==> config.mk <==
export PLATFORM = sky130hd
export DESIGN_NAME = bmpu_mul
export DESIGN_NICKNAME = d
export VERILOG_FILES = /design/src/hw/rtl/bmpu_pkg.sv /design/src/hw/rtl/bmpu_mul.sv
export SDC_FILE = /design/constraint.sdc
export NUM_CORES = 2
export LEC_CHECK = 0
export BUFFER_PORTS_ARGS = -buffer_cell sky130_fd_sc_hd__buf_4
export CAP_MARGIN = 40
export CORE_MARGIN = 2
export CORE_UTILIZATION = 40
export CTS_BUF_LIST = sky130_fd_sc_hd__clkbuf_4
export CTS_CLUSTER_DIAMETER = 60
export CTS_CLUSTER_SIZE = 14
export DETAILED_ROUTE_END_ITERATION = 6
export PLACE_DENSITY = 0.6
export SLEW_MARGIN = 5
export SYNTH_ARGS = -nofsm -noshare
export SYNTH_HDL_FRONTEND = slang
export SYNTH_SLANG_ARGS = --single-unit
==> constraint.sdc <==
create_clock -name clk_i -period 12.1 [get_ports clk_i]
set_clock_uncertainty 0.15 [all_clocks]
set_input_delay 3.63 -clock clk_i [delete_from_list [all_inputs] [get_ports clk_i]]
set_output_delay 3.63 -clock clk_i [all_outputs]
set_load 0.1 [all_outputs]
==> src/hw/rtl/bmpu_pkg.sv <==
// ----------------------------------------------------------------------------
// bmpu_pkg: shared types and constants for the bicycle model pose update
// Holds the sequencer states, item kinds, register indexes, unit widths and
// the CORDIC arctangent table, plus the rounding and saturation helpers.
// ----------------------------------------------------------------------------
package bmpu_pkg;

  // Item kinds
  localparam logic KIND_STEP = 1'b0;
  localparam logic KIND_LOAD = 1'b1;

  // Configuration register indexes
  localparam logic REG_TIME_STEP      = 1'b0;
  localparam logic REG_INV_WHEEL_BASE = 1'b1;

  localparam logic [15:0] TIME_STEP_RST      = 16'd3277;
  localparam logic [15:0] INV_WHEEL_BASE_RST = 16'd23884;

  // Steering limit, 70 degrees in binary angle units
  localparam int unsigned STEER_LIMIT = 12743;

  // Tan table size and the table index arithmetic
  localparam int unsigned TAN_TABLE_DEPTH = 512;
  // Divide by STEER_LIMIT as a reciprocal multiply; exact for numerators below 2^23
  localparam int unsigned TAN_IDX_RECIP = 10785448;
  localparam int unsigned TAN_IDX_SHIFT = 37;
  // 32-bit binary angle of one table entry
  localparam int unsigned TAN_ANG_STEP  = STEER_LIMIT * 65536 / TAN_TABLE_DEPTH;

  // 65536/(2pi) in Q16
  localparam logic signed [33:0] RAD_TO_BAM = 34'sd683565276;

  // 0.6072529 in Q30
  localparam logic signed [33:0] CORDIC_GAIN = 34'sd652032874;

  // Shared datapath widths
  localparam int unsigned DAT_W     = 34;
  localparam int unsigned PROD_W    = 2 * DAT_W;
  localparam int unsigned DIV_NUM_W = 50;
  localparam int unsigned DIV_DEN_W = 34;
  localparam int unsigned DIV_CNT_W = 6;
  localparam int unsigned TN_W      = 20;
  localparam int unsigned ATAN_N    = 24;

  localparam logic [30:0] ATAN_ROM [ATAN_N] = '{
    31'd536870912, 31'd316933406, 31'd167458907, 31'd85004756, 31'd42667331,
    31'd21354465, 31'd10680862, 31'd5340245, 31'd2670163, 31'd1335087,
    31'd667544, 31'd333772, 31'd166886, 31'd83443, 31'd41722, 31'd20861,
    31'd10430, 31'd5215, 31'd2608, 31'd1304, 31'd652, 31'd326, 31'd163, 31'd81
  };

  typedef enum logic [4:0] {
    ST_IDLE,
    ST_IDX_GO,
    ST_IDX_WAIT,
    ST_ANG_GO,
    ST_ANG_WAIT,
    ST_TANC_GO,
    ST_TANC_WAIT,
    ST_TAND_GO,
    ST_TAND_WAIT,
    ST_P_MUL,
    ST_R_MUL,
    ST_T_MUL,
    ST_D_MUL,
    ST_HEAD_GO,
    ST_HEAD_WAIT,
    ST_X_MUL,
    ST_Y_MUL,
    ST_Y_SUM,
    ST_OUT
  } state_e;

  // Round half up, then arithmetic right shift; keep the low DAT_W bits
  function automatic logic signed [DAT_W-1:0] round_shr(
    input logic signed [PROD_W-1:0] v,
    input int unsigned              n
  );
    logic signed [PROD_W-1:0] sum;
    logic signed [PROD_W-1:0] shifted;
    sum     = v + (PROD_W'(1) << (n - 1));
    shifted = sum >>> n;
    return shifted[DAT_W-1:0];
  endfunction

  // Saturate to signed 32 bits
  function automatic logic signed [31:0] sat32(input logic signed [DAT_W-1:0] v);
    logic signed [DAT_W-1:0] hi;
    logic signed [DAT_W-1:0] lo;
    hi = DAT_W'(32'sh7fffffff);
    lo = -(DAT_W'(33'sh080000000));
    if (v > hi) begin
      return 32'sh7fffffff;
    end else if (v < lo) begin
      return 32'sh80000000;
    end
    return v[31:0];
  endfunction

endpackage

==> src/hw/rtl/bmpu_mul.sv <==
// ----------------------------------------------------------------------------
// bmpu_mul: shared signed multiplier
// One signed product per cycle, registered at the output.
// ----------------------------------------------------------------------------
module bmpu_mul (
  input  logic                                 clk_i,
  input  logic signed [bmpu_pkg::DAT_W-1:0]    a_i,
  input  logic signed [bmpu_pkg::DAT_W-1:0]    b_i,
  output logic signed [bmpu_pkg::PROD_W-1:0]   prod_o
);

  logic signed [bmpu_pkg::PROD_W-1:0] prod_q;
  logic signed [bmpu_pkg::PROD_W-1:0] prod_d;

  assign prod_d = bmpu_pkg::PROD_W'(a_i) * bmpu_pkg::PROD_W'(b_i);

  always_ff @(posedge clk_i) begin
    prod_q <= prod_d;
  end

  assign prod_o = prod_q;

endmodule

==> summary.txt <==
startpoint types -> input port
Hold Path Class -> in -> reg
Hold Vio Cnt, Final -> 0
final setup margin -> 798 ps
Detail Placement HPWL -> 96.4 mm
CTS root buf -> clkbuf_4
storage element area -> 1360 sq um
Worst Path Arrival -> 11,660 ps
drt via density -> 4.95
hold path depth -> 2
Final setup viols -> 0
Core ar. -> 107,000 sq um
Tmin final -> 11,300 ps
Setup CP Type -> in -> reg
Synth async-reset ratio -> 0
EDFF count, synth -> 0
drt pass-1 iters -> 5
DRT Wirelength -> 117 mm
gr usage total -> 0.224
Post-Place Cells -> 5,943
Area Growth Syn to Fin -> 5.72%
post-synth net total -> 6,092
IO Count -> 137
clock tree buffer depth -> 2
largest fanout on the critical path -> 34
multiplexer share of the synthesized area -> 0
largest cells by area after synthesis -> fa_1, inv_1, and2_1
post-synthesis simple-gate area fraction -> 0.155
Synth Register Bits -> 68
Synth Warn # -> 0
Die ar. -> 111,000 sq um
Clock transition at path regs -> 130 ps
TritonCTS Buffers -> 9
post-cts sizing count -> 0
GPL Wtd Cong -> 0.882
Yosys top cell by area -> fa_1
Critical path origin -> b_i[10]
Die W -> 333 microns
H-Tree Level Count -> 3
Synth Area in XOR/XNOR -> 0.0156
Synth Area in Compound Gates -> 0.0341
Final Max Tran Viols -> 0
WL per Instance -> 19.6 microns
fin cells -> 5,961
CTS Hold Bufs -> 0
slew margin rel. -> 0.433
hold_sp -> b_i[0]
max frequency -> 0.0885 GHz
mapped cell area -> 43,200 sq um
max-cap violations -> 0
CTS sink count -> 68
RSZ-0062 raised after global routing -> no
adder-cell area share of the yosys netlist -> 0.635
CTS tree -> yes
crit path capture type -> register
Post-CTS Setup Bufs -> 0
combinational family with the most area after synthesis -> adder cells
Setup TNS -> 0 ps
fillers -> 10,700
fin crit share -> 0.934
number of antenna violations at the first check in global routing -> 9
multi-input logic area -> 36,200 sq um
Die Ht -> 333 microns
Initial Utilization -> 0.403
Primary FF master, synth -> dfxtp_1
GR Overflow Total -> 0
Yosys top cell area share -> 0.576
layout net count -> 6,065
layout cell share with drive strength beyond 1 -> 0.0520
Syn Area/Cell -> 9.43 sq um
Critical Path RT -> 12,460 ps
vias in the first global route -> 32,900
commonest non-fill, non-tap cell in the layout -> fa_1
Slew @ Worst Pin -> 850 ps
via count -> 29,500
max reg flops -> 68
status -> complete, no violations
largest net degree at the start of global routing -> 35
most frequent cells in the layout -> fa_1, inv_1, and2_1, nand2_1, ha_1
drt initial violations -> 1,466
Post-DRT Antenna Nets -> 0
DRC violations left -> 0
Post-Place Worst Slack -> 192 ps
# rows -> 120
first-pass GRT wire length -> 191 mm
sequential area share after synthesis -> 0.0315
port buffer count -> 136
Distinct cells, synth -> 73
synthesized instance count -> 4,578
routing by layer:
| layer | global-route usage | up-vias | part of all wire |
|---|---|---|---|
| li1 | - | 12800 | - |
| met3 | 0.0348 | 149 | 0.052 |
| met5 | 0 | - | 0.00051 |
| met2 | 0.391 | 751 | 0.51 |
| met1 | 0.288 | 15800 | 0.41 |
| met4 | 0.0633 | 10 | 0.028 |
path summary, 6_finish.rpt:
kind    endpoint  slack, ps
max   prod_o[66]        800
min    prod_o[0]       3320
worst max-delay path: stages:
cell       delay [ps]
buf_4             450
nand2_1           160
fa_1              570
inv_1              60
fa_1              440
fa_1              500
inv_1              50
fa_1              470
inv_1              50
fa_1              490
fa_1              500
fa_1              490
inv_1              50
fa_1              530
inv_1              60
ha_1              370
a21oi_1           270
o21ai_0           190
o21bai_1          210
a22oi_1           660
nand4b_1          200
o211ai_1          200
o21ai_2           250
o21ai_2           170
a2111oi_0         470
a211oi_1          100
kinds of logic after synthesis:
| family | after synthesis |
|---|---|
| buffers and inverters | 1467 |
| AO/OA/AOI/OAI | 211 |
| flip-flops | 68 |
| XOR/XNOR | 77 |
| adder cells (fa/ha/maj) | 1445 |
| AND/OR/NAND/NOR | 1310 |
cell usage after synthesis, types with 3 or more instances:
library cell and n:
a31oi_1 7, inv_1 1235, xor2_1 20, fa_1 1241, o21ai_0 27, nand4_1 14
nand2b_1 14, a2111oi_2 3, buf_2 7, a21o_1 37, nor2b_1 7, and3_1 9
o21ai_2 4, nand3_1 8, ha_1 204, o21a_1 6, a21oi_1 54, a21oi_2 4
nand2_1 550, nor4_1 4, or3_1 3, a211o_1 3, o21ai_1 7, and2_1 625
clkbuf_1 216, nor2_1 53, o211ai_1 8, buf_6 5, o21bai_1 13, nor3_1 10
dfxtp_1 68, xnor2_1 57, a211oi_1 7
final cells by class:
type,instances,area share
Antenna cell,2,0.000110
Clock buffer,10,0.00165
Clock inverter,6,0.00195
Inverter,1236,0.102
Multi-Input combinational cell,3043,0.794
Sequential cell,68,0.0298
Tap cell,1403,0.0385
Timing Repair Buffer,193,0.0320
metrics by stage:
| step | instance area [sq um] | utilization | hold WS, ps |
|---|---|---|---|
| after floorplan | 43200 | - | 3610 |
| after global placement | 45500 | 0.425 | 3980 |
| after detailed placement | 45500 | 0.425 | 3970 |
| after CTS | 45600 | 0.426 | 3240 |
| after global routing | 45600 | 0.426 | 3310 |
| final | 45600 | 0.426 | 3320 |
Power is not shown: default switching activity piles up to over one toggle a cycle in this logic, so the estimate is an artifact.
