## src/hw/rtl/bmpu_pkg.sv

```systemverilog
// ----------------------------------------------------------------------------
// bmpu_pkg: shared types and constants for the bicycle model pose update
// Holds the sequencer states, item kinds, register indexes, unit widths and
// the CORDIC arctangent table, plus the rounding and saturation helpers.
// ----------------------------------------------------------------------------
package bmpu_pkg;

  // Item kinds
  localparam logic KIND_STEP = 1'b0;
  localparam logic KIND_LOAD = 1'b1;

  // Configuration register indexes
  localparam logic REG_TIME_STEP      = 1'b0;
  localparam logic REG_INV_WHEEL_BASE = 1'b1;

  localparam logic [15:0] TIME_STEP_RST      = 16'd3277;
  localparam logic [15:0] INV_WHEEL_BASE_RST = 16'd23884;

  // Steering limit, 70 degrees in binary angle units
  localparam int unsigned STEER_LIMIT = 12743;

  // Tan table size and the table index arithmetic
  localparam int unsigned TAN_TABLE_DEPTH = 512;
  // Divide by STEER_LIMIT as a reciprocal multiply; exact for numerators below 2^23
  localparam int unsigned TAN_IDX_RECIP = 10785448;
  localparam int unsigned TAN_IDX_SHIFT = 37;
  // 32-bit binary angle of one table entry
  localparam int unsigned TAN_ANG_STEP  = STEER_LIMIT * 65536 / TAN_TABLE_DEPTH;

  // 65536/(2pi) in Q16
  localparam logic signed [33:0] RAD_TO_BAM = 34'sd683565276;

  // 0.6072529 in Q30
  localparam logic signed [33:0] CORDIC_GAIN = 34'sd652032874;

  // Shared datapath widths
  localparam int unsigned DAT_W     = 34;
  localparam int unsigned PROD_W    = 2 * DAT_W;
  localparam int unsigned DIV_NUM_W = 50;
  localparam int unsigned DIV_DEN_W = 34;
  localparam int unsigned DIV_CNT_W = 6;
  localparam int unsigned TN_W      = 20;
  localparam int unsigned ATAN_N    = 24;

  localparam logic [30:0] ATAN_ROM [ATAN_N] = '{
    31'd536870912, 31'd316933406, 31'd167458907, 31'd85004756, 31'd42667331,
    31'd21354465, 31'd10680862, 31'd5340245, 31'd2670163, 31'd1335087,
    31'd667544, 31'd333772, 31'd166886, 31'd83443, 31'd41722, 31'd20861,
    31'd10430, 31'd5215, 31'd2608, 31'd1304, 31'd652, 31'd326, 31'd163, 31'd81
  };

  typedef enum logic [4:0] {
    ST_IDLE,
    ST_IDX_GO,
    ST_IDX_WAIT,
    ST_ANG_GO,
    ST_ANG_WAIT,
    ST_TANC_GO,
    ST_TANC_WAIT,
    ST_TAND_GO,
    ST_TAND_WAIT,
    ST_P_MUL,
    ST_R_MUL,
    ST_T_MUL,
    ST_D_MUL,
    ST_HEAD_GO,
    ST_HEAD_WAIT,
    ST_X_MUL,
    ST_Y_MUL,
    ST_Y_SUM,
    ST_OUT
  } state_e;

  // Round half up, then arithmetic right shift; keep the low DAT_W bits
  function automatic logic signed [DAT_W-1:0] round_shr(
    input logic signed [PROD_W-1:0] v,
    input int unsigned              n
  );
    logic signed [PROD_W-1:0] sum;
    logic signed [PROD_W-1:0] shifted;
    sum     = v + (PROD_W'(1) << (n - 1));
    shifted = sum >>> n;
    return shifted[DAT_W-1:0];
  endfunction

  // Saturate to signed 32 bits
  function automatic logic signed [31:0] sat32(input logic signed [DAT_W-1:0] v);
    logic signed [DAT_W-1:0] hi;
    logic signed [DAT_W-1:0] lo;
    hi = DAT_W'(32'sh7fffffff);
    lo = -(DAT_W'(33'sh080000000));
    if (v > hi) begin
      return 32'sh7fffffff;
    end else if (v < lo) begin
      return 32'sh80000000;
    end
    return v[31:0];
  endfunction

endpackage

```

## src/hw/rtl/bmpu_div.sv

```systemverilog
// ----------------------------------------------------------------------------
// bmpu_div: iterative unsigned divider
// Restoring division, one quotient bit per cycle.
// ----------------------------------------------------------------------------
module bmpu_div (
  input  logic                               clk_i,
  input  logic                               rst_ni,
  input  logic                               start_i,
  input  logic [bmpu_pkg::DIV_NUM_W-1:0]     num_i,
  input  logic [bmpu_pkg::DIV_DEN_W-1:0]     den_i,
  output logic                               done_o,
  output logic [bmpu_pkg::DIV_NUM_W-1:0]     quot_o
);

  localparam int unsigned NW = bmpu_pkg::DIV_NUM_W;
  localparam int unsigned DW = bmpu_pkg::DIV_DEN_W;

  logic                           busy_q;
  logic                           done_q;
  logic [bmpu_pkg::DIV_CNT_W-1:0] cnt_q;
  logic [NW-1:0]                  num_q;
  logic [DW-1:0]                  den_q;
  logic [DW-1:0]                  rem_q;
  logic [DW:0]                    rem_sh;
  logic                           qbit;
  logic [DW:0]                    rem_d;

  always_comb begin
    rem_sh = {rem_q, num_q[NW-1]};
    qbit   = (rem_sh >= {1'b0, den_q});
    rem_d  = qbit ? (rem_sh - {1'b0, den_q}) : rem_sh;
  end

  always_ff @(posedge clk_i or negedge rst_ni) begin
    if (!rst_ni) begin
      busy_q <= 1'b0;
      done_q <= 1'b0;
      cnt_q  <= '0;
    end else if (start_i) begin
      busy_q <= 1'b1;
      done_q <= 1'b0;
      cnt_q  <= '0;
    end else if (busy_q) begin
      cnt_q <= cnt_q + 1'b1;
      if (cnt_q == bmpu_pkg::DIV_CNT_W'(NW - 1)) begin
        busy_q <= 1'b0;
        done_q <= 1'b1;
      end
    end else begin
      done_q <= 1'b0;
    end
  end

  always_ff @(posedge clk_i) begin
    if (start_i) begin
      num_q <= num_i;
      den_q <= den_i;
      rem_q <= '0;
    end else if (busy_q) begin
      num_q <= {num_q[NW-2:0], qbit};
      rem_q <= rem_d[DW-1:0];
    end
  end

  assign done_o = done_q;
  assign quot_o = num_q;

endmodule

```

## config.mk

```make
export PLATFORM = sky130hd
export DESIGN_NAME = bmpu_div
export DESIGN_NICKNAME = d
export VERILOG_FILES = /design/src/hw/rtl/bmpu_pkg.sv /design/src/hw/rtl/bmpu_div.sv
export SDC_FILE = /design/constraint.sdc
export NUM_CORES = 1
export LEC_CHECK = 0
export ABC_AREA = 0
export BUFFER_PORTS_ARGS = -buffer_cell sky130_fd_sc_hd__buf_4
export CAP_MARGIN = 30
export CORE_MARGIN = 5
export CORE_UTILIZATION = 30
export CTS_CLUSTER_SIZE = 20
export DETAILED_ROUTE_END_ITERATION = 8
export PLACE_DENSITY_LB_ADDON = 0.15
export SLEW_MARGIN = 0
export SYNTH_ARGS = -nofsm -noshare
export SYNTH_HDL_FRONTEND = slang
export SYNTH_SLANG_ARGS = --single-unit
```

## constraint.sdc

```tcl
create_clock -name clk_i -period 3.6 [get_ports clk_i]
set_clock_uncertainty 0.05 [all_clocks]
set_input_delay 0.18 -clock clk_i [delete_from_list [all_inputs] [get_ports clk_i]]
set_output_delay 0.18 -clock clk_i [all_outputs]
set_load 0.01 [all_outputs]
```

==> impl_metrics.env <==
export IMPL_wl_met1_mm=9.29
export IMPL_place_hpwl_mm=14.3
export IMPL_drive_above_1_share_pct=26.5
export IMPL_numCtsBuffers=17
export IMPL_cp_start_kind="register"
export IMPL_syn_area_per_cell_um2=10.3
export IMPL_die_area_um2=26800
export IMPL_slowest_delay_ns=0.48
export IMPL_crit_type="reg2reg"
export IMPL_worst_pin_slew_ns=0.826
export IMPL_finalWorstSetupSlack_ns=0.327
export IMPL_drt_total_wl_mm=19.8
export IMPL_min_delay_start="num_i[21]"
export IMPL_gp_congestion=0.844
export IMPL_rr_endpoint="rem_q[27]"
export IMPL_rows=56
export IMPL_p_comb_share_pct=38.0
export IMPL_first_global_vias=6174
export IMPL_die_h_um=164
export IMPL_status="finished, final reports clean"
export IMPL_wl_met3_mm=1.41
export IMPL_syn_inst=689
export IMPL_end_kind="register"
export IMPL_wl_met2_mm=8.87
export IMPL_cts_tree="built"
export IMPL_ys_warn_count=0
export IMPL_clkLatencyLatePin_ns=0.42
export IMPL_ant_nets=0
export IMPL_pwr_share_seq_pct=34.1
export IMPL_synth_ff_type="edfxtp_1"
export IMPL_fmax_mhz=306
export IMPL_powerDensity_nw_per_um2=592
export IMPL_path_cells="inv_1, ha_1, and4_1, and3_1, nand3_1, or3_1, a211oi_4, nor2_2, buf_4, or4_1, a311oi_1"
export IMPL_pin_count=138
export IMPL_dpl_cell_area_um2=8470
export IMPL_yosysSeqAreaShare_pct=48.0
export IMPL_coreArea_um2=23300
export IMPL_worstPathMaxFanout=14
export IMPL_grt_max_degree=66
export IMPL_cts_sinks=126
export IMPL_grt_pass1_wl_mm=32.1
export IMPL_port_buffers=137
export IMPL_synth_edf_count=84
export IMPL_post_cts_buffers=0
export IMPL_final_area_um2=9700
export IMPL_syn_to_final_growth_pct=37.0
export IMPL_drv_slew=0
export IMPL_cp_arrival_ns=3.54
export IMPL_drtIter0Drc=307
export IMPL_dr_max_layer_used="met4"
export IMPL_gr_usage_all_layers_pct=14.9
export IMPL_p_leak_nw=4.00
export IMPL_swShare_pct=36.5
export IMPL_drv_cap=0
export IMPL_ys_ff_latch=126
export IMPL_cts_clk_slew_worst_paths_ns=0.06
export IMPL_wl_per_cell_um=16.1
export IMPL_hold_viol=0
export IMPL_drc=0
export IMPL_ir_drop_uv=275
export IMPL_hp_class="in2reg"
export IMPL_drt_pass1_iter_count=4
export IMPL_fin_crit_sh_pct=90.9
export IMPL_via_per_inst=4.85
export IMPL_dp_slack_ns=0.315
export IMPL_nets=1018
export IMPL_synth_cell_types=61
export IMPL_timing_rr_start="den_q[29]"
export IMPL_fin_crit_ns=3.27
export IMPL_syn_nets=813
export IMPL_fin_tns_setup_ns=0
export IMPL_setup_viol=0
export IMPL_die_x_um=164
export IMPL_fill_cells=2274
export IMPL_start_util_pct=30.4
export IMPL_holdPathStages=2
export IMPL_synth_async_reset_ratio_pct=6.35
export IMPL_internal_power_mw=3.65
export IMPL_clkPwrFrac_pct=27.9
export IMPL_cts_htree_levels=4
export IMPL_syn_area_um2=7080
export IMPL_p_sw_mw=2.10
export IMPL_antenna_found_initial=0
export IMPL_grt_overflow=0
export IMPL_cts_max_path_buffers=2
export IMPL_diodes=0
export IMPL_reg2reg_slack_ns=0.33
export IMPL_slew_headroom_pct=45.0
export IMPL_via_count=5946
export IMPL_r2r_cells=11
export IMPL_rsz0062_at_grt="no"
export IMPL_worstPathRequired_ns=3.87
export IMPL_cts_root_buf="clkbuf_16"
export IMPL_min_to="quot_o[21]"
export IMPL_slowest_stage="or4_1"
-- cells in the mapped netlist (all sizes together), types with 9 or more instances --
library cell   n  area, um2
edfxtp        84       2520
nand3         11       55.1
a21oi         50        250
nor2          48        183
clkbuf        20       75.1
dfxtp         34        681
xor2          11       96.3
nand2         81        307
mux2          50        563
xnor2         12        105
buf           13       73.8
nor3          12       60.1
or3            9       56.3
nand4         10       62.6
ha            36        450
o211ai        12       90.1
a311oi        22        193
a21o          11       82.6
inv           43        161
o21ai         25        125
-- metal layers --
metal  track usage, %  up-vias
met5                0        -
met4             3.24        0
met3             5.50       19
met2             23.1      154
met1             20.0     2797
li1                 -     2976
-- flip-flops by register name, summed over array words and instances (netlist names) --
register / count
quot_o: 50
den_q: 34
done_o: 1
busy_q: 1
rem_q: 34
cnt_q: 6
-- power by group through the flow --
| stage | Sequential, mW | Clock, mW | Combinational (mW) |
|---|---|---|---|
| after floorplan | 1.97 | 0 | 1.47 |
| after global placement | 1.99 | 0 | 2.13 |
| after detailed placement | 1.99 | 0 | 2.11 |
| after CTS | 1.96 | 1.64 | 2.18 |
| after global routing | 2.00 | 1.71 | 2.41 |
| final | 1.96 | 1.60 | 2.18 |
-- metrics by stage --
stage               util [%]  total power [mW]  instances  hold slack, ns
finish                  41.6              5.74       1226          0.0117
detailed placement      36.3              4.09       1125         -0.0446
global route            41.6              6.12       1226        0.000466
global placement        36.3              4.12       1125         -0.0438
CTS                     41.5              5.79       1225        0.000448
floorplan                  -              3.45        689          -0.166
-- critical path, delay by kind of cell (launching register included) --
kind | cells | cell delay, ns
DFF | 1 | 0.32
buffers and inverters | 2 | 0.26
AOI/OAI and AO/OA | 2 | 0.53
and+or+nand+nor | 6 | 1.60
adders and majority gates | 1 | 0.41
-- cells by family (layout without fill, tap and decap cells) --
family          after synthesis  count (layout)  synth area share, %
buf+inv                      77             295                 4.43
simple gates                197             197                 12.7
compound gates              178             178                 17.2
mux                          51              51                 8.09
flops                       126             126                 48.0
fa+ha+maj                    37              37                 6.64
xor+xnor                     23              23                 2.84
-- how the worst max path moves through the flow --
stage	start	end	slack (ns)	cells past startpoint
CTS	quot_o[49]	rem_q[18]	0.27	12
global placement	quot_o[49]	rem_q[18]	0.36	12
floorplan	quot_o[49]	rem_q[18]	0.73	12
detailed placement	quot_o[49]	rem_q[18]	0.31	12
global route	quot_o[49]	rem_q[18]	0.06	12
finish	den_q[29]	rem_q[27]	0.33	11
-- final cells by class --
class | count | area [um2] | area share [%]
clock buffers | 18 | 429 | 4.42
clock inverters | 14 | 109 | 1.12
inverters | 44 | 165 | 1.70
multi-input cells | 486 | 3370 | 34.7
flip-flops and latches | 126 | 3400 | 35.1
well taps | 319 | 399 | 4.11
repair buffers | 219 | 1830 | 18.9
-- layout by cell type (no fill, tap or decap), drive strengths merged, types with 12 or more instances in the layout --
master,count
buf,150
edfxtp,84
nand2,81
dlygate4sd3,69
a21oi,50
mux2,50
inv,50
nor2,48
ha,36
dfxtp,34
o21ai,25
a311oi,22
clkbuf,18
xnor2,12
o211ai,12
nor3,12
-- timing repair --
action / 4_1_cts / 5_1_grt
setup endpoints to repair: 0 / 1
hold buffers: 68 / 1
gates resized for setup: 0 / 1
endpoints found under the hold margin: 75 / 1
Power figures use the tool's default switching activity.
